<file path="src/rtl/qpb64_pkg.sv">
// Shared constants, status codes and character lookup functions for the
// quoted-printable / base64 byte decoder. No dependencies.
package qpb64_pkg;

  localparam int CharW   = 8;
  localparam int StatusW = 2;
  localparam int CountW  = 16;
  localparam int CfgAddrW = 3;
  localparam int CfgDataW = 32;

  typedef logic [CharW-1:0]   char_t;
  typedef logic [StatusW-1:0] status_t;
  typedef logic [CountW-1:0]  count_t;

  localparam status_t ST_BYTE = 2'd0;
  localparam status_t ST_DONE = 2'd1;
  localparam status_t ST_ERR  = 2'd2;

  // Register indexes, taken from paddr bit 2.
  localparam logic REG_ENCODING    = 1'b0;
  localparam logic REG_HEADER_MODE = 1'b1;

  localparam logic ENC_QP  = 1'b0;
  localparam logic ENC_B64 = 1'b1;

  typedef enum logic [1:0] {
    QP_IDLE   = 2'd0,
    QP_EQUALS = 2'd1,
    QP_DIGIT  = 2'd2
  } qp_phase_t;

  localparam char_t CH_CR       = 8'h0d;
  localparam char_t CH_LF       = 8'h0a;
  localparam char_t CH_EQUALS   = 8'h3d;
  localparam char_t CH_QUESTION = 8'h3f;
  localparam char_t CH_UNDER    = 8'h5f;
  localparam char_t CH_SPACE    = 8'h20;
  localparam char_t CH_PLUS     = 8'h2b;
  localparam char_t CH_SLASH    = 8'h2f;
  localparam count_t COUNT_MAX  = 16'hffff;

  // Returns {ok, nibble}.
  function automatic logic [4:0] hex_value(input char_t c);
    logic [4:0] r;
    r = 5'd0;
    if (c >= 8'h30 && c <= 8'h39) begin
      r = {1'b1, 4'(c - 8'h30)};
    end else if (c >= 8'h61 && c <= 8'h66) begin
      r = {1'b1, 4'(c - 8'h57)};
    end else if (c >= 8'h41 && c <= 8'h46) begin
      r = {1'b1, 4'(c - 8'h37)};
    end
    return r;
  endfunction

  // Returns {ok, six-bit symbol value}.
  function automatic logic [6:0] b64_value(input char_t c);
    logic [6:0] r;
    r = 7'd0;
    if (c >= 8'h41 && c <= 8'h5a) begin
      r = {1'b1, 6'(c - 8'h41)};
    end else if (c >= 8'h61 && c <= 8'h7a) begin
      r = {1'b1, 6'(c - 8'h47)};
    end else if (c >= 8'h30 && c <= 8'h39) begin
      r = {1'b1, 6'(c + 8'h04)};
    end else if (c == CH_PLUS) begin
      r = {1'b1, 6'd62};
    end else if (c == CH_SLASH) begin
      r = {1'b1, 6'd63};
    end
    return r;
  endfunction

endpackage

</file>
<file path="src/rtl/qpb64_in_if.sv">
// Input channel: one encoded character or end-of-text marker per beat.
// Depends on qpb64_pkg.
interface qpb64_in_if;
  logic                  valid;
  logic                  ready;
  qpb64_pkg::char_t      char_in;
  logic                  end_of_text;

  modport source (output valid, output char_in, output end_of_text, input ready);
  modport sink   (input valid, input char_in, input end_of_text, output ready);
endinterface

</file>
<file path="src/rtl/qpb64_out_if.sv">
// Result channel: decoded byte, finish or error status per beat.
// Depends on qpb64_pkg.
interface qpb64_out_if;
  logic                  valid;
  logic                  ready;
  qpb64_pkg::char_t      byte_out;
  qpb64_pkg::status_t    status;
  qpb64_pkg::count_t     byte_count;

  modport source (output valid, output byte_out, output status, output byte_count,
                  input ready);
  modport sink   (input valid, input byte_out, input status, input byte_count,
                  output ready);
endinterface

</file>
<file path="src/rtl/qp_base64_byte_decoder_core.sv">
// Top level of the quoted-printable / base64 byte decoder.
// Depends on qpb64_pkg, qpb64_in_if and qpb64_out_if.

// The decoder takes one character beat per cycle and gives at most one
// result beat per character, from a single registered output; a character
// is taken whenever that register is empty or is being read in the same
// cycle, so while results are read it takes one character per clock.
// Status 0 carries a decoded byte, status 1 marks a finished string with
// its saturating byte count, status 2 a malformed escape.
// The encoding and header_mode registers sit at byte addresses 0 and 4 and
// should be written only while no string is in flight.
module qp_base64_byte_decoder_core (
  input  logic                      clk,
  input  logic                      rst_n,
  qpb64_in_if.sink                  in_chan,
  qpb64_out_if.source               out_chan,
  input  logic                      psel,
  input  logic                      penable,
  input  logic                      pwrite,
  input  logic [qpb64_pkg::CfgAddrW-1:0] paddr,
  input  logic [qpb64_pkg::CfgDataW-1:0] pwdata,
  output logic [qpb64_pkg::CfgDataW-1:0] prdata,
  output logic                      pready
);
  import qpb64_pkg::*;

  logic       encoding_r;
  logic       header_mode_r;

  qp_phase_t  qp_phase_r,      qp_phase_nxt;
  logic [3:0] first_nibble_r,  first_nibble_nxt;
  logic [11:0] bit_window_r,   bit_window_nxt;
  logic [2:0] window_bits_r,   window_bits_nxt;
  count_t     decoded_count_r, decoded_count_nxt;
  logic       discarding_r,    discarding_nxt;

  logic       out_valid_r,     out_valid_nxt;
  char_t      out_byte_r,      out_byte_nxt;
  status_t    out_status_r,    out_status_nxt;
  count_t     out_count_r,     out_count_nxt;

  logic       in_fire;
  logic       cfg_write;
  char_t      c;
  logic [4:0] hex;
  logic [6:0] b64;
  logic [3:0] wb_sum;
  logic [3:0] wb_left;
  logic [11:0] win_shift;
  count_t     count_inc;

  assign pready    = 1'b1;
  assign cfg_write = psel && penable && pwrite;
  assign prdata    = (paddr[2] == REG_HEADER_MODE) ? {{(CfgDataW-1){1'b0}}, header_mode_r}
                                                   : {{(CfgDataW-1){1'b0}}, encoding_r};

  always_ff @(posedge clk) begin
    if (!rst_n) begin
      encoding_r    <= ENC_QP;
      header_mode_r <= 1'b0;
    end else if (cfg_write) begin
      if (paddr[2] == REG_HEADER_MODE) begin
        header_mode_r <= pwdata[0];
      end else begin
        encoding_r <= pwdata[0];
      end
    end
  end

  assign in_chan.ready = !out_valid_r || out_chan.ready;
  assign in_fire       = in_chan.valid && in_chan.ready;

  assign c         = in_chan.char_in;
  assign hex       = hex_value(c);
  assign b64       = b64_value(c);
  assign wb_sum    = {1'b0, window_bits_r} + 4'd6;
  assign wb_left   = wb_sum - 4'd8;
  assign win_shift = {bit_window_r[5:0], b64[5:0]};
  assign count_inc = (decoded_count_r != COUNT_MAX) ? decoded_count_r + 16'd1
                                                    : decoded_count_r;

  always_comb begin
    qp_phase_nxt      = qp_phase_r;
    first_nibble_nxt  = first_nibble_r;
    bit_window_nxt    = bit_window_r;
    window_bits_nxt   = window_bits_r;
    decoded_count_nxt = decoded_count_r;
    discarding_nxt    = discarding_r;

    out_valid_nxt  = out_valid_r && !out_chan.ready;
    out_byte_nxt   = out_byte_r;
    out_status_nxt = out_status_r;
    out_count_nxt  = out_count_r;

    if (in_fire) begin
      out_valid_nxt  = 1'b0;
      out_byte_nxt   = '0;
      out_status_nxt = ST_BYTE;
      out_count_nxt  = '0;

      if (in_chan.end_of_text) begin
        qp_phase_nxt      = QP_IDLE;
        first_nibble_nxt  = '0;
        bit_window_nxt    = '0;
        window_bits_nxt   = '0;
        decoded_count_nxt = '0;
        discarding_nxt    = 1'b0;
        if (!discarding_r) begin
          out_valid_nxt = 1'b1;
          if (encoding_r == ENC_QP && qp_phase_r != QP_IDLE) begin
            out_status_nxt = ST_ERR;
          end else begin
            out_status_nxt = ST_DONE;
            out_count_nxt  = decoded_count_r;
          end
        end
      end else if (!discarding_r) begin
        if (encoding_r == ENC_QP) begin
          unique case (qp_phase_r)
            QP_EQUALS: begin
              if (c == CH_CR || c == CH_LF) begin
                qp_phase_nxt = QP_IDLE;
              end else if (!hex[4]) begin
                qp_phase_nxt   = QP_IDLE;
                discarding_nxt = 1'b1;
                out_valid_nxt  = 1'b1;
                out_status_nxt = ST_ERR;
              end else begin
                first_nibble_nxt = hex[3:0];
                qp_phase_nxt     = QP_DIGIT;
              end
            end
            QP_DIGIT: begin
              qp_phase_nxt  = QP_IDLE;
              out_valid_nxt = 1'b1;
              if (!hex[4]) begin
                discarding_nxt = 1'b1;
                out_status_nxt = ST_ERR;
              end else begin
                out_byte_nxt      = {first_nibble_r, hex[3:0]};
                decoded_count_nxt = count_inc;
              end
            end
            QP_IDLE: begin
              if (header_mode_r && c == CH_QUESTION) begin
                discarding_nxt = 1'b1;
                out_valid_nxt  = 1'b1;
                out_status_nxt = ST_DONE;
                out_count_nxt  = decoded_count_r;
              end else if (c == CH_EQUALS) begin
                qp_phase_nxt = QP_EQUALS;
              end else begin
                out_valid_nxt     = 1'b1;
                out_byte_nxt      = (header_mode_r && c == CH_UNDER) ? CH_SPACE : c;
                decoded_count_nxt = count_inc;
              end
            end
            default: begin
              qp_phase_nxt = QP_IDLE;
            end
          endcase
        end else begin
          if (header_mode_r && c == CH_QUESTION) begin
            discarding_nxt = 1'b1;
            out_valid_nxt  = 1'b1;
            out_status_nxt = ST_DONE;
            out_count_nxt  = decoded_count_r;
          end else if (b64[6]) begin
            bit_window_nxt = win_shift;
            if (wb_sum >= 4'd8) begin
              // At most 12 bits are pending; the byte sits just above the leftover bits.
              window_bits_nxt   = wb_left[2:0];
              out_valid_nxt     = 1'b1;
              out_byte_nxt      = 8'(win_shift >> wb_left);
              decoded_count_nxt = count_inc;
            end else begin
              window_bits_nxt = wb_sum[2:0];
            end
          end
        end
      end
    end
  end

  always_ff @(posedge clk) begin
    if (!rst_n) begin
      qp_phase_r      <= QP_IDLE;
      first_nibble_r  <= '0;
      bit_window_r    <= '0;
      window_bits_r   <= '0;
      decoded_count_r <= '0;
      discarding_r    <= 1'b0;
      out_valid_r     <= 1'b0;
    end else begin
      qp_phase_r      <= qp_phase_nxt;
      first_nibble_r  <= first_nibble_nxt;
      bit_window_r    <= bit_window_nxt;
      window_bits_r   <= window_bits_nxt;
      decoded_count_r <= decoded_count_nxt;
      discarding_r    <= discarding_nxt;
      out_valid_r     <= out_valid_nxt;
    end
  end

  always_ff @(posedge clk) begin
    out_byte_r   <= out_byte_nxt;
    out_status_r <= out_status_nxt;
    out_count_r  <= out_count_nxt;
  end

  assign out_chan.valid      = out_valid_r;
  assign out_chan.byte_out   = out_byte_r;
  assign out_chan.status     = out_status_r;
  assign out_chan.byte_count = out_count_r;

`ifndef NO_ASSERTIONS
  a_status_legal: assert property (@(posedge clk) disable iff (!rst_n)
    out_valid_r |-> (out_status_r == ST_BYTE || out_status_r == ST_DONE ||
                     out_status_r == ST_ERR))
    else $error("result beat carries an undefined status");

  a_byte_zero_on_status: assert property (@(posedge clk) disable iff (!rst_n)
    (out_valid_r && out_status_r != ST_BYTE) |-> (out_byte_r == '0))
    else $error("finish or error beat carries a nonzero byte");

  a_window_bound: assert property (@(posedge clk) disable iff (!rst_n)
    window_bits_r <= 3'd6)
    else $error("base64 pending bit count out of range");

  a_end_clears: assert property (@(posedge clk) disable iff (!rst_n)
    (in_fire && in_chan.end_of_text) |=>
      (decoded_count_r == '0 && !discarding_r && qp_phase_r == QP_IDLE &&
       window_bits_r == '0))
    else $error("end of text did not return string state to reset");
`endif

endmodule
</file>
<file path="src/flat_wrapper.sv">
// flat-port wrapper written by rule: the top's interface ports become plain ports
module qp_base64_byte_decoder_core_flat import qpb64_pkg::*;
  (clk, rst_n, psel, penable, pwrite, paddr, pwdata, prdata, pready, in_chan_valid, in_chan_char_in, in_chan_end_of_text, in_chan_ready, out_chan_valid, out_chan_byte_out, out_chan_status, out_chan_byte_count, out_chan_ready);
  qpb64_in_if in_chan_i ();
  qpb64_out_if out_chan_i ();
  input  logic clk;
  input  logic rst_n;
  input  logic psel;
  input  logic penable;
  input  logic pwrite;
  input  logic [qpb64_pkg::CfgAddrW-1:0] paddr;
  input  logic [qpb64_pkg::CfgDataW-1:0] pwdata;
  output logic [qpb64_pkg::CfgDataW-1:0] prdata;
  output logic pready;
  input wire logic [$bits(in_chan_i.valid)-1:0] in_chan_valid;
  input wire logic [$bits(in_chan_i.char_in)-1:0] in_chan_char_in;
  input wire logic [$bits(in_chan_i.end_of_text)-1:0] in_chan_end_of_text;
  output wire logic [$bits(in_chan_i.ready)-1:0] in_chan_ready;
  output wire logic [$bits(out_chan_i.valid)-1:0] out_chan_valid;
  output wire logic [$bits(out_chan_i.byte_out)-1:0] out_chan_byte_out;
  output wire logic [$bits(out_chan_i.status)-1:0] out_chan_status;
  output wire logic [$bits(out_chan_i.byte_count)-1:0] out_chan_byte_count;
  input wire logic [$bits(out_chan_i.ready)-1:0] out_chan_ready;
  assign in_chan_i.valid = in_chan_valid;
  assign in_chan_i.char_in = in_chan_char_in;
  assign in_chan_i.end_of_text = in_chan_end_of_text;
  assign in_chan_ready = in_chan_i.ready;
  assign out_chan_valid = out_chan_i.valid;
  assign out_chan_byte_out = out_chan_i.byte_out;
  assign out_chan_status = out_chan_i.status;
  assign out_chan_byte_count = out_chan_i.byte_count;
  assign out_chan_i.ready = out_chan_ready;
  qp_base64_byte_decoder_core u_core (.clk(clk), .rst_n(rst_n), .in_chan(in_chan_i), .out_chan(out_chan_i), .psel(psel), .penable(penable), .pwrite(pwrite), .paddr(paddr), .pwdata(pwdata), .prdata(prdata), .pready(pready));
endmodule
</file>
<file path="config.mk">
export PLATFORM = sky130hd
export DESIGN_NAME = qp_base64_byte_decoder_core_flat
export DESIGN_NICKNAME = d
export VERILOG_FILES = /design/src/rtl/qpb64_pkg.sv /design/src/rtl/qpb64_in_if.sv /design/src/rtl/qpb64_out_if.sv /design/src/rtl/qp_base64_byte_decoder_core.sv /design/src/flat_wrapper.sv
export SDC_FILE = /design/constraint.sdc
export NUM_CORES = 1
export LEC_CHECK = 0
export BUFFER_PORTS_ARGS = -buffer_cell sky130_fd_sc_hd__clkbuf_2
export CAP_MARGIN = 10
export CORE_MARGIN = 3
export CORE_UTILIZATION = 53
export DETAILED_ROUTE_END_ITERATION = 10
export HOLD_SLACK_MARGIN = 0.08
export PLACE_DENSITY = 0.83
export SYNTH_ARGS = -nofsm -noshare
export SYNTH_HDL_FRONTEND = slang
export SYNTH_SLANG_ARGS = --single-unit
</file>
<file path="constraint.sdc">
create_clock -name clk -period 4 [get_ports clk]
set_input_delay 0.6 -clock clk [delete_from_list [all_inputs] [get_ports clk]]
set_output_delay 0.6 -clock clk [all_outputs]
set_load 0.02 [all_outputs]
</file>
### Yosys cells after proc, flatten, opt, wreduce, memory -nomap -nowiden

Cells that the tools add are included.
W data, S select, Z words.

* flip-flop bits (word level): 61
* input bits: 51
* logic and storage cells: 172

* add/subtract/negate cells: 9
* magnitude comparators: 9
* equality and inequality tests: 21
* shift operators: 1
* mux-type cells: 88
* bitwise gates (word level): 2
* reductions and logical operators: 30

Operators with widths (count)
* $mux W16: 17
* $mux W8: 8
* $mux W7: 5
* $eq A8 B6 Y1 const B: 4
* $le A8 B7 Y1 const B: 4
* $pmux W16 S2: 1
* $mux W6: 5
* $mux W2: 14
* $mux W4: 6
* $mux W1: 18
* $mux W3: 6
* $add A16 B1 Y16 const B: 1
* $eq A8 B4 Y1 const B: 2
* $ge A8 B7 Y1 const B: 2
* $ne A16 B16 Y1 const B: 1
* $pmux W8 S2: 1
* $mux W5: 3
* $logic_and A1 B1 Y1: 12
* $ne A3 B3 Y1 const B: 4
* $shr A12 B4 Y8: 1
* $reduce_and A5 Y1: 2
* $reduce_bool A2 Y1: 5
* $reduce_and A9 Y1: 1
* $eq A8 B7 Y1 const B: 1
* 27 further kinds: 36

### Depth between registers and ports, before layout

Gate-level depths: netlist of the first run.

* depth after elaboration: 12
* mapped depth: 11
* gate-level depth less buffers: 9

### Least setup slack after synthesis of the first run

Ideal clock, no wire load.

* kind: input to register
* start: in in_chan_char_in[2]
* end: reg u_core.decoded_count_r[14]
* library setup time: 59 ps
* arrival time: 3112 ps
* data required time: 3941 ps
* path slack: 829 ps
* stages on the path: 10
* path through: clkbuf_1 > inv_1 > ha_1 > a21o_4 > a31oi_2 > o21ai_2 > a311o_1 > and2_1 > or4_1 > nand2_1

* longest elaborated chain between the ends: 8
* elaborated cells between the ends (all ways): 32

RTL lines
* start: declaration: RTL line flat_wrapper.sv:16 `input wire logic [$bits(in_chan_i.char_in)-1:0] in_chan_char_in;`
* parallel branches: the longest is 7 deep, another holds $ge A8 B7 Y1
* $reduce_and A9 Y1 (no source line) *
* end signal: assignment: RTL line qp_base64_byte_decoder_core.sv:199 `decoded_count_r <= decoded_count_nxt;`
* end: declaration: RTL line qp_base64_byte_decoder_core.sv:34 `count_t decoded_count_r, decoded_count_nxt;`

Mark *: on every way between the ends.
A chain may end at the register's enable or synchronous reset.

### Worst setup path in the final report of the first run

* start: in in_chan_char_in[2]
* end: reg u_core.out_byte_r[3], in the netlist u_core.out_chan.byte_out[3] (data pin)

* longest elaborated chain between the ends: 11
* elaborated cells between the ends (all ways): 44

RTL lines
* parallel branches: the longest is 10 deep, another holds $ge A8 B6 Y1
* $mux W8 *: RTL line qp_base64_byte_decoder_core.sv:118 `if (encoding_r == ENC_QP) begin`
* end signal: assignment: RTL line qp_base64_byte_decoder_core.sv:206 `out_byte_r <= out_byte_nxt;`
* end: declaration: RTL line qp_base64_byte_decoder_core.sv:38 `char_t out_byte_r, out_byte_nxt;`

Marks and branches as above.

==> impl_metrics.prom, run 1 <==
# TYPE chip_impl_metric gauge
chip_impl_metric{name="synth_cell_type_count",unit=""} 66
chip_impl_metric{name="floorplan.die.width",unit="µm"} 93.3
chip_impl_info{name="hold_path.class",value="reg -> reg"} 1
chip_impl_metric{name="drt-pass1-iter-count",unit=""} 6
chip_impl_metric{name="filler_cell_count",unit=""} 616
chip_impl_info{name="setup.worst_path.end_class",value="register"} 1
chip_impl_metric{name="grt_overflow",unit=""} 0
chip_impl_metric{name="tot_gr_track_use",unit="%"} 20.7
chip_impl_metric{name="io_buffer_count",unit=""} 46
chip_impl_info{name="startpoint",value="in_chan_char_in[2]"} 1
chip_impl_metric{name="ys_seq_area_share",unit="%"} 36.2
chip_impl_metric{name="clock_skew",unit="ns"} 0.0122
chip_impl_metric{name="synth.cell_area",unit="mm²"} 0.00404
chip_impl_metric{name="post_synth_inst_count",unit=""} 467
chip_impl_metric{name="drcViolationCount",unit=""} 0
chip_impl_info{name="netlist.top_cell.by_area",value="edfxtp_1"} 1
chip_impl_metric{name="post-dp-hpwl",unit="µm"} 6650
chip_impl_metric{name="holdPathStages",unit=""} 1
chip_impl_metric{name="worstPathMaxFanout",unit=""} 14
chip_impl_metric{name="floorplan.rows",unit=""} 31
chip_impl_metric{name="max_slew.worst_pin.slew",unit="ns"} 0.903
chip_impl_metric{name="worstPathRequired",unit="ns"} 4.08
chip_impl_metric{name="dpl.cell_count",unit=""} 593
chip_impl_metric{name="synth_edf_count",unit=""} 26
chip_impl_metric{name="cp_data_arrival_time",unit="ns"} 3.30
chip_impl_metric{name="path_clk_slew",unit="ns"} 0.06
chip_impl_metric{name="layoutNonFillerInstCount",unit=""} 609
chip_impl_metric{name="maxCapViolations",unit=""} 0
chip_impl_info{name="timing.setup.critical_path_class",value="in -> reg"} 1
chip_impl_metric{name="ctsResizeCount",unit=""} 0
chip_impl_metric{name="hold_buffers",unit=""} 0
chip_impl_metric{name="synth_top_area_share",unit="%"} 19.3
chip_impl_metric{name="cts_made_buffers",unit=""} 9
chip_impl_info{name="synthMostInstantiatedCell",value="nor2_1"} 1
chip_impl_metric{name="grt_antenna_before_repair",unit=""} 0
chip_impl_info{name="unrepaired_setup_endpoints_after_global_routing",value="false"} 1
chip_impl_metric{name="die_height",unit="µm"} 93.3
chip_impl_metric{name="dr.first_iter.drc_count",unit=""} 301
chip_impl_metric{name="global_route_wire_length_before_repair",unit="µm"} 14400
chip_impl_metric{name="min_period",unit="ns"} 3.22
chip_impl_info{name="tritoncts",value="yes"} 1
chip_impl_metric{name="worst-r2r-setup-slack",unit="ns"} 0.93
chip_impl_metric{name="period_share",unit="%"} 80.5
chip_impl_metric{name="cts_max_level",unit=""} 3
chip_impl_metric{name="vias_in_the_first_global_route",unit=""} 3047
chip_impl_metric{name="power.total",unit="mW"} 1.53
chip_impl_metric{name="clk-insertion-delay-late",unit="ns"} 0.34
chip_impl_metric{name="cts_buffer_depth",unit=""} 2
chip_impl_metric{name="detail_route.vias_per_cell",unit=""} 5.86
chip_impl_metric{name="power.ir.vdd_worst",unit="mV"} 0.183
chip_impl_metric{name="slew_viol_final",unit=""} 0
chip_impl_metric{name="layout_cells_sized_above_1",unit="%"} 16.3
chip_impl_metric{name="syn-mean-instance-area",unit="µm²"} 8.65
chip_impl_metric{name="utilization",unit="%"} 60.8
chip_impl_metric{name="number_of_top_level_pins",unit=""} 112
chip_impl_info{name="endpoint",value="u_core.out_chan.byte_out[3]"} 1
chip_impl_info{name="netlist_top_cells_area",value="edfxtp_1 (19%), dfxtp_1 (17%), buf_4 (5.9%), ha_1 (3.7%), and2_1 (3.6%)"} 1
chip_impl_metric{name="finalHoldViolations",unit=""} 0
chip_impl_metric{name="core-area",unit="mm²"} 0.00733
chip_impl_metric{name="power_density",unit="mW/mm²"} 344
chip_impl_info{name="critical_path_launch_point_type",value="input port"} 1
chip_impl_metric{name="syn2layout_area_growth",unit="%"} 10.3
chip_impl_metric{name="leakage",unit="nW"} 1.72
chip_impl_metric{name="maxClockFrequency",unit="MHz"} 311
chip_impl_metric{name="cts_setup_buffers",unit=""} 0
chip_impl_metric{name="grt_start_max_net_pins",unit=""} 32
chip_impl_metric{name="wl_per_cell",unit="µm"} 14.8
chip_impl_metric{name="layout.cell_area.non_filler",unit="mm²"} 0.00445
chip_impl_metric{name="worst-r2r-cell-count",unit=""} 9
chip_impl_metric{name="postPlaceCellArea",unit="mm²"} 0.00421
chip_impl_info{name="clock_tree.root_cell",value="clkbuf_8"} 1
chip_impl_metric{name="die_ar",unit="mm²"} 0.00870
chip_impl_metric{name="dr_total_vias",unit=""} 3567
chip_impl_metric{name="postRouteWirelength",unit="µm"} 9040
chip_impl_info{name="ys_dominant_reg_cell",value="dfxtp_1"} 1
chip_impl_metric{name="synth-warning-count",unit=""} 0
chip_impl_info{name="rr_startpoint",value="u_core.window_bits_r[1]"} 1
chip_impl_metric{name="nets",unit=""} 568
chip_impl_metric{name="share_of_flip_flops_with_an_asynchronous_set_or_reset_after_synthesis",unit="%"} 0
chip_impl_metric{name="final-setup-viol-count",unit=""} 0
chip_impl_metric{name="antennaDiodeCount",unit=""} 0
chip_impl_metric{name="gp_congestion",unit=""} 0.959
chip_impl_metric{name="postSynthRegisterBits",unit=""} 60
chip_impl_metric{name="cts.sink_count",unit=""} 60
chip_impl_info{name="endpoint_of_the_worst_slack_reg_to_reg_timing_path",value="u_core.decoded_count_r[14]"} 1
chip_impl_metric{name="detail-route-antenna-nets",unit=""} 0
chip_impl_info{name="outcome",value="completed"} 1
chip_impl_metric{name="starting_utilization_of_the_core_area",unit="%"} 55.1
chip_impl_metric{name="fin_setup_tns",unit="ns"} 0
chip_impl_metric{name="slew_headroom",unit="%"} 39.3
chip_impl_info{name="post_synth_most_frequent_cells",value="nor2_1 (38), nand2_1 (37), dfxtp_1 (34)"} 1
==> power breakdown <==
part           switching [mW]  total [mW]  internal (mW)
Clock                   0.236       0.651          0.415
Combinational           0.153       0.215         0.0621
Sequential            0.00727       0.664          0.657
==> sequential cells by signal, indices dropped and copies added, names as in the netlist <==
| register | cells |
|---|---|
| u_core.bit_window_r | 6 |
| u_core.decoded_count_r | 16 |
| u_core.encoding_r | 1 |
| u_core.first_nibble_r | 4 |
| u_core.discarding_r | 1 |
| u_core.out_chan.byte_out | 8 |
| u_core.out_chan.byte_count | 16 |
| u_core.qp_phase_r | 2 |
| u_core.out_chan.status | 2 |
| u_core.window_bits_r | 2 |
| u_core.out_chan.valid | 1 |
| u_core.header_mode_r | 1 |
==> metrics by stage <==
step	worst slack [ns]	hold WS, ns
2_1_floorplan	0.829	0.425
3_3_place_gp	0.631	0.437
3_5_place_dp	0.586	0.469
4_1_cts	0.926	0.485
5_1_grt	0.634	0.516
6_report	0.782	0.484
==> cells by family (layout without fill, tap and decap cells) <==
kind of cell	after synthesis	count (layout)	share of synthesized area, %
AND/OR/NAND/NOR	186	186	24.2
AO/OA/AOI/OAI	114	114	20.3
buffers and inverters	68	81	9.63
flip-flops	60	60	36.2
XOR/XNOR	16	16	3.47
adder cells (fa/ha/maj)	12	12	3.72
multiplexers	9	9	2.32
other	2	32	0.186
==> per-layer routing <==
| metal | routed length (µm) | up-vias | share of wire (%) | track usage [%] |
|---|---|---|---|---|
| met2 | 4060 | 175 | 45 | 31.8 |
| li1 | - | 1711 | - | - |
| met5 | 0 | - | 0 | 0 |
| met1 | 4040 | 1657 | 45 | 29.1 |
| met4 | 193 | 0 | 2.1 | 6.72 |
| met3 | 746 | 24 | 8.3 | 4.34 |
==> final cells by class <==
| cell class | count | area (µm²) | share of cell area [%] |
|---|---|---|---|
| timing repair buffer | 53 | 283 | 6.35 |
| clock inverter | 6 | 113 | 2.53 |
| inverter | 12 | 45.0 | 1.01 |
| multi-input combinational | 369 | 2300 | 51.7 |
| tap | 99 | 124 | 2.78 |
| sequential | 60 | 1460 | 32.8 |
| clock buffer | 10 | 128 | 2.87 |
==> how the worst min path moves through the flow <==
stage | to | slack, ns | from
finish | u_core.bit_window_r[4] | 0.48 | u_core.bit_window_r[4]
global route | u_core.bit_window_r[5] | 0.52 | u_core.bit_window_r[5]
CTS | u_core.bit_window_r[4] | 0.49 | u_core.bit_window_r[4]
detailed placement | u_core.bit_window_r[4] | 0.47 | u_core.bit_window_r[4]
global placement | u_core.window_bits_r[2] | 0.44 | u_core.window_bits_r[2]
floorplan | u_core.window_bits_r[2] | 0.43 | u_core.window_bits_r[2]
==> cells in the final DEF (no fill, tap or decap), drive strengths merged, types with 9 or more instances in the layout <==
cell type / n
xnor2: 11
a31oi: 9
edfxtp: 26
inv: 12
nand3: 16
nor3: 13
nor2: 38
a22oi: 9
ha: 12
nand4: 9
nor2b: 17
clkbuf: 56
conb: 32
dfxtp: 34
o21ai: 19
nand2: 37
and2: 23
a21oi: 21
==> critical path: stages <==
cell and delay (ns):
clkbuf_2 0.22, inv_1 0.23, ha_1 0.30, nor2b_1 0.24, o22ai_1 0.10, o211ai_1 0.56, nor2_1 0.12, nor3_1 0.47
a211oi_1 0.15, a211o_1 0.29
No activity file was read; power rests on OpenSTA's default activity.
==> run 2, diff against run 1 <==
Settings changed: CORE_UTILIZATION 53 to 48, PLACE_DENSITY 0.83 to 0.79.
Clock period 4 ns to 2.6 ns, I/O delays scaled along.
==> impl_metrics.prom, run 2 (synthesis gave the netlist of run 1 again) <==
# TYPE chip_impl_metric gauge
chip_impl_metric{name="ctsResizeCount",unit=""} 0
chip_impl_metric{name="cts_max_level",unit=""} 3
chip_impl_metric{name="utilization",unit="%"} 62.0
chip_impl_metric{name="dr_total_vias",unit=""} 3830
chip_impl_metric{name="layout.cell_area.non_filler",unit="mm²"} 0.00491
chip_impl_metric{name="maxCapViolations",unit=""} 0
chip_impl_info{name="critical_path_launch_point_type",value="register"} 1
chip_impl_metric{name="grt_antenna_before_repair",unit=""} 0
chip_impl_info{name="clock_tree.root_cell",value="clkbuf_8"} 1
chip_impl_metric{name="layout_cells_sized_above_1",unit="%"} 25.2
chip_impl_metric{name="io_buffer_count",unit=""} 46
chip_impl_metric{name="power.clock.fraction",unit="%"} 41.9
chip_impl_metric{name="floorplan.die.width",unit="µm"} 97.7
chip_impl_metric{name="grt.met3_usage",unit="%"} 4.57
chip_impl_metric{name="gp_congestion",unit=""} 0.910
chip_impl_metric{name="tot_gr_track_use",unit="%"} 20.9
chip_impl_metric{name="postPlaceCellArea",unit="mm²"} 0.00466
chip_impl_metric{name="floorplan.rows",unit=""} 32
chip_impl_metric{name="met1_usage",unit="%"} 28.7
chip_impl_info{name="layout_commonest_cell",value="buf_4"} 1
chip_impl_metric{name="cts_buffer_depth",unit=""} 2
chip_impl_metric{name="leakage",unit="nW"} 2.00
chip_impl_info{name="timing.setup.critical_path_class",value="reg -> reg"} 1
chip_impl_metric{name="min_period",unit="ns"} 2.45
chip_impl_metric{name="drt-pass1-iter-count",unit=""} 5
chip_impl_metric{name="core-area",unit="mm²"} 0.00793
chip_impl_info{name="tritoncts",value="yes"} 1
chip_impl_info{name="unrepaired_setup_endpoints_after_global_routing",value="false"} 1
chip_impl_metric{name="filler_cell_count",unit=""} 685
chip_impl_metric{name="global_route_wire_length_before_repair",unit="µm"} 16400
chip_impl_metric{name="seqPwrFrac",unit="%"} 42.0
chip_impl_metric{name="power_density",unit="mW/mm²"} 496
chip_impl_metric{name="slew_headroom",unit="%"} 62.9
chip_impl_metric{name="vias_in_the_first_global_route",unit=""} 3444
chip_impl_metric{name="dr.first_iter.drc_count",unit=""} 305
chip_impl_metric{name="syn2layout_area_growth",unit="%"} 21.7
chip_impl_metric{name="timing.hold.ws",unit="ns"} 0.298
chip_impl_metric{name="drcViolationCount",unit=""} 0
chip_impl_metric{name="cts.sink_count",unit=""} 60
chip_impl_metric{name="finalHoldViolations",unit=""} 0
chip_impl_metric{name="max_slew.worst_pin.slew",unit="ns"} 0.553
chip_impl_metric{name="groute.layer.met2.usage",unit="%"} 32.3
chip_impl_metric{name="maxClockFrequency",unit="MHz"} 408
chip_impl_metric{name="worstPathMaxFanout",unit=""} 6
chip_impl_metric{name="period_share",unit="%"} 94.3
chip_impl_metric{name="layoutNonFillerInstCount",unit=""} 670
chip_impl_metric{name="slew_viol_final",unit=""} 0
chip_impl_info{name="mostFrequentLayoutCells",value="buf_4 (65), clkbuf_2 (46), nor2_1 (38)"} 1
chip_impl_metric{name="hold_buffers",unit=""} 0
chip_impl_metric{name="die_ar",unit="mm²"} 0.00955
chip_impl_metric{name="area.sequential",unit="mm²"} 0.00146
chip_impl_metric{name="power_report.internal_total",unit="mW"} 1.79
chip_impl_metric{name="nets",unit=""} 626
chip_impl_metric{name="worstPathRequired",unit="ns"} 2.89
chip_impl_metric{name="antennaDiodeCount",unit=""} 0
chip_impl_metric{name="p_switching",unit="mW"} 0.644
chip_impl_metric{name="postRouteWirelength",unit="µm"} 10200
chip_impl_metric{name="cp_data_arrival_time",unit="ns"} 2.74
chip_impl_metric{name="grt_overflow",unit=""} 0
chip_impl_metric{name="multi_input_area",unit="mm²"} 0.00232
chip_impl_metric{name="post-dp-hpwl",unit="µm"} 7710
chip_impl_info{name="setup.worst_path.end_class",value="register"} 1
chip_impl_metric{name="power.switching_fraction",unit="%"} 26.4
chip_impl_metric{name="wl_per_cell",unit="µm"} 15.2
chip_impl_metric{name="combinationalPowerShare",unit="%"} 16.2
chip_impl_metric{name="starting_utilization_of_the_core_area",unit="%"} 50.9
chip_impl_metric{name="detail_route.vias_per_cell",unit=""} 5.72
chip_impl_metric{name="path_clk_slew",unit="ns"} 0.07
chip_impl_metric{name="detail-route-antenna-nets",unit=""} 0
chip_impl_metric{name="die_height",unit="µm"} 97.7
chip_impl_metric{name="final-setup-viol-count",unit=""} 0
chip_impl_info{name="grt_most_used_layer",value="met2"} 1
chip_impl_metric{name="grt_start_max_net_pins",unit=""} 26
chip_impl_metric{name="clk-insertion-delay-late",unit="ns"} 0.34
chip_impl_metric{name="cts_setup_buffers",unit=""} 0
chip_impl_metric{name="cts_made_buffers",unit=""} 9
chip_impl_metric{name="clock_skew",unit="ns"} 0.00964
chip_impl_info{name="outcome",value="completed"} 1
chip_impl_metric{name="number_of_top_level_pins",unit=""} 112
chip_impl_info{name="hold_path.class",value="in -> reg"} 1
chip_impl_metric{name="power.ir.vdd_worst",unit="mV"} 0.305
chip_impl_metric{name="dpl.cell_count",unit=""} 654
-- run 2: changes by cell type in the layout (fill, tap and decap cells not counted) --
cell      delta
a211oi_1     -1
a211oi_2     +1
a21boi_0     -1
a21boi_1     +1
a31oi_2      -1
a31oi_4      +1
buf_4       +58
nor4_1       -1
nor4_2       +1
-- run 2: power by group through the flow --
stage               registers, mW  clock network [mW]  logic, mW
floorplan                    1.07                   0      0.247
global placement             1.04                   0      0.381
detailed placement           1.04                   0      0.387
CTS                          1.02                1.03      0.389
global route                 1.02                1.08      0.427
finish                       1.02                1.02      0.394
-- run 2: path summary, 6_finish.rpt --
kind,start,to,slack [ns],cells after the start
max,u_core.window_bits_r[1],u_core.decoded_count_r[14],0.15,9
min,pwdata[0],u_core.encoding_r,0.30,3
max reg2reg,u_core.window_bits_r[1],u_core.decoded_count_r[14],0.15,9
min reg2reg,u_core.bit_window_r[5],u_core.bit_window_r[5],0.48,2
-- run 2: final cells by class --
| type | instances | share of cell area (%) |
|---|---|---|
| well taps | 102 | 2.60 |
| clock buffers | 10 | 2.60 |
| multi-input cells | 369 | 47.2 |
| flip-flops and latches | 60 | 29.7 |
| clock inverters | 6 | 2.29 |
| repair buffers | 111 | 14.6 |
| inverters | 12 | 0.917 |
-- run 2: stage by stage --
step,setup TNS (ns),power [mW],worst slack [ns]
floorplan,-0.217,1.32,-0.107
global placement,-0.356,1.42,-0.0994
global route,0,2.53,0.00848
finish,0,2.44,0.149
CTS,0,2.44,0.0779
detailed placement,-0.914,1.43,-0.144
-- run 2: worst max-delay path, stage by stage (launching register included) --
cell     delay [ns]
dfxtp_1        0.39
inv_1          0.09
ha_1           0.25
mux2i_1        0.15
nand4_1        0.11
a211o_1        0.28
a311o_1        0.41
and2_1         0.20
or4_1          0.45
nand2_1        0.08
-- run 2: per-layer routing --
metal	vias to the layer above	routed length, µm
met4	0	241
li1	1823	-
met1	1787	4470
met3	22	912
met5	-	0
met2	198	4550
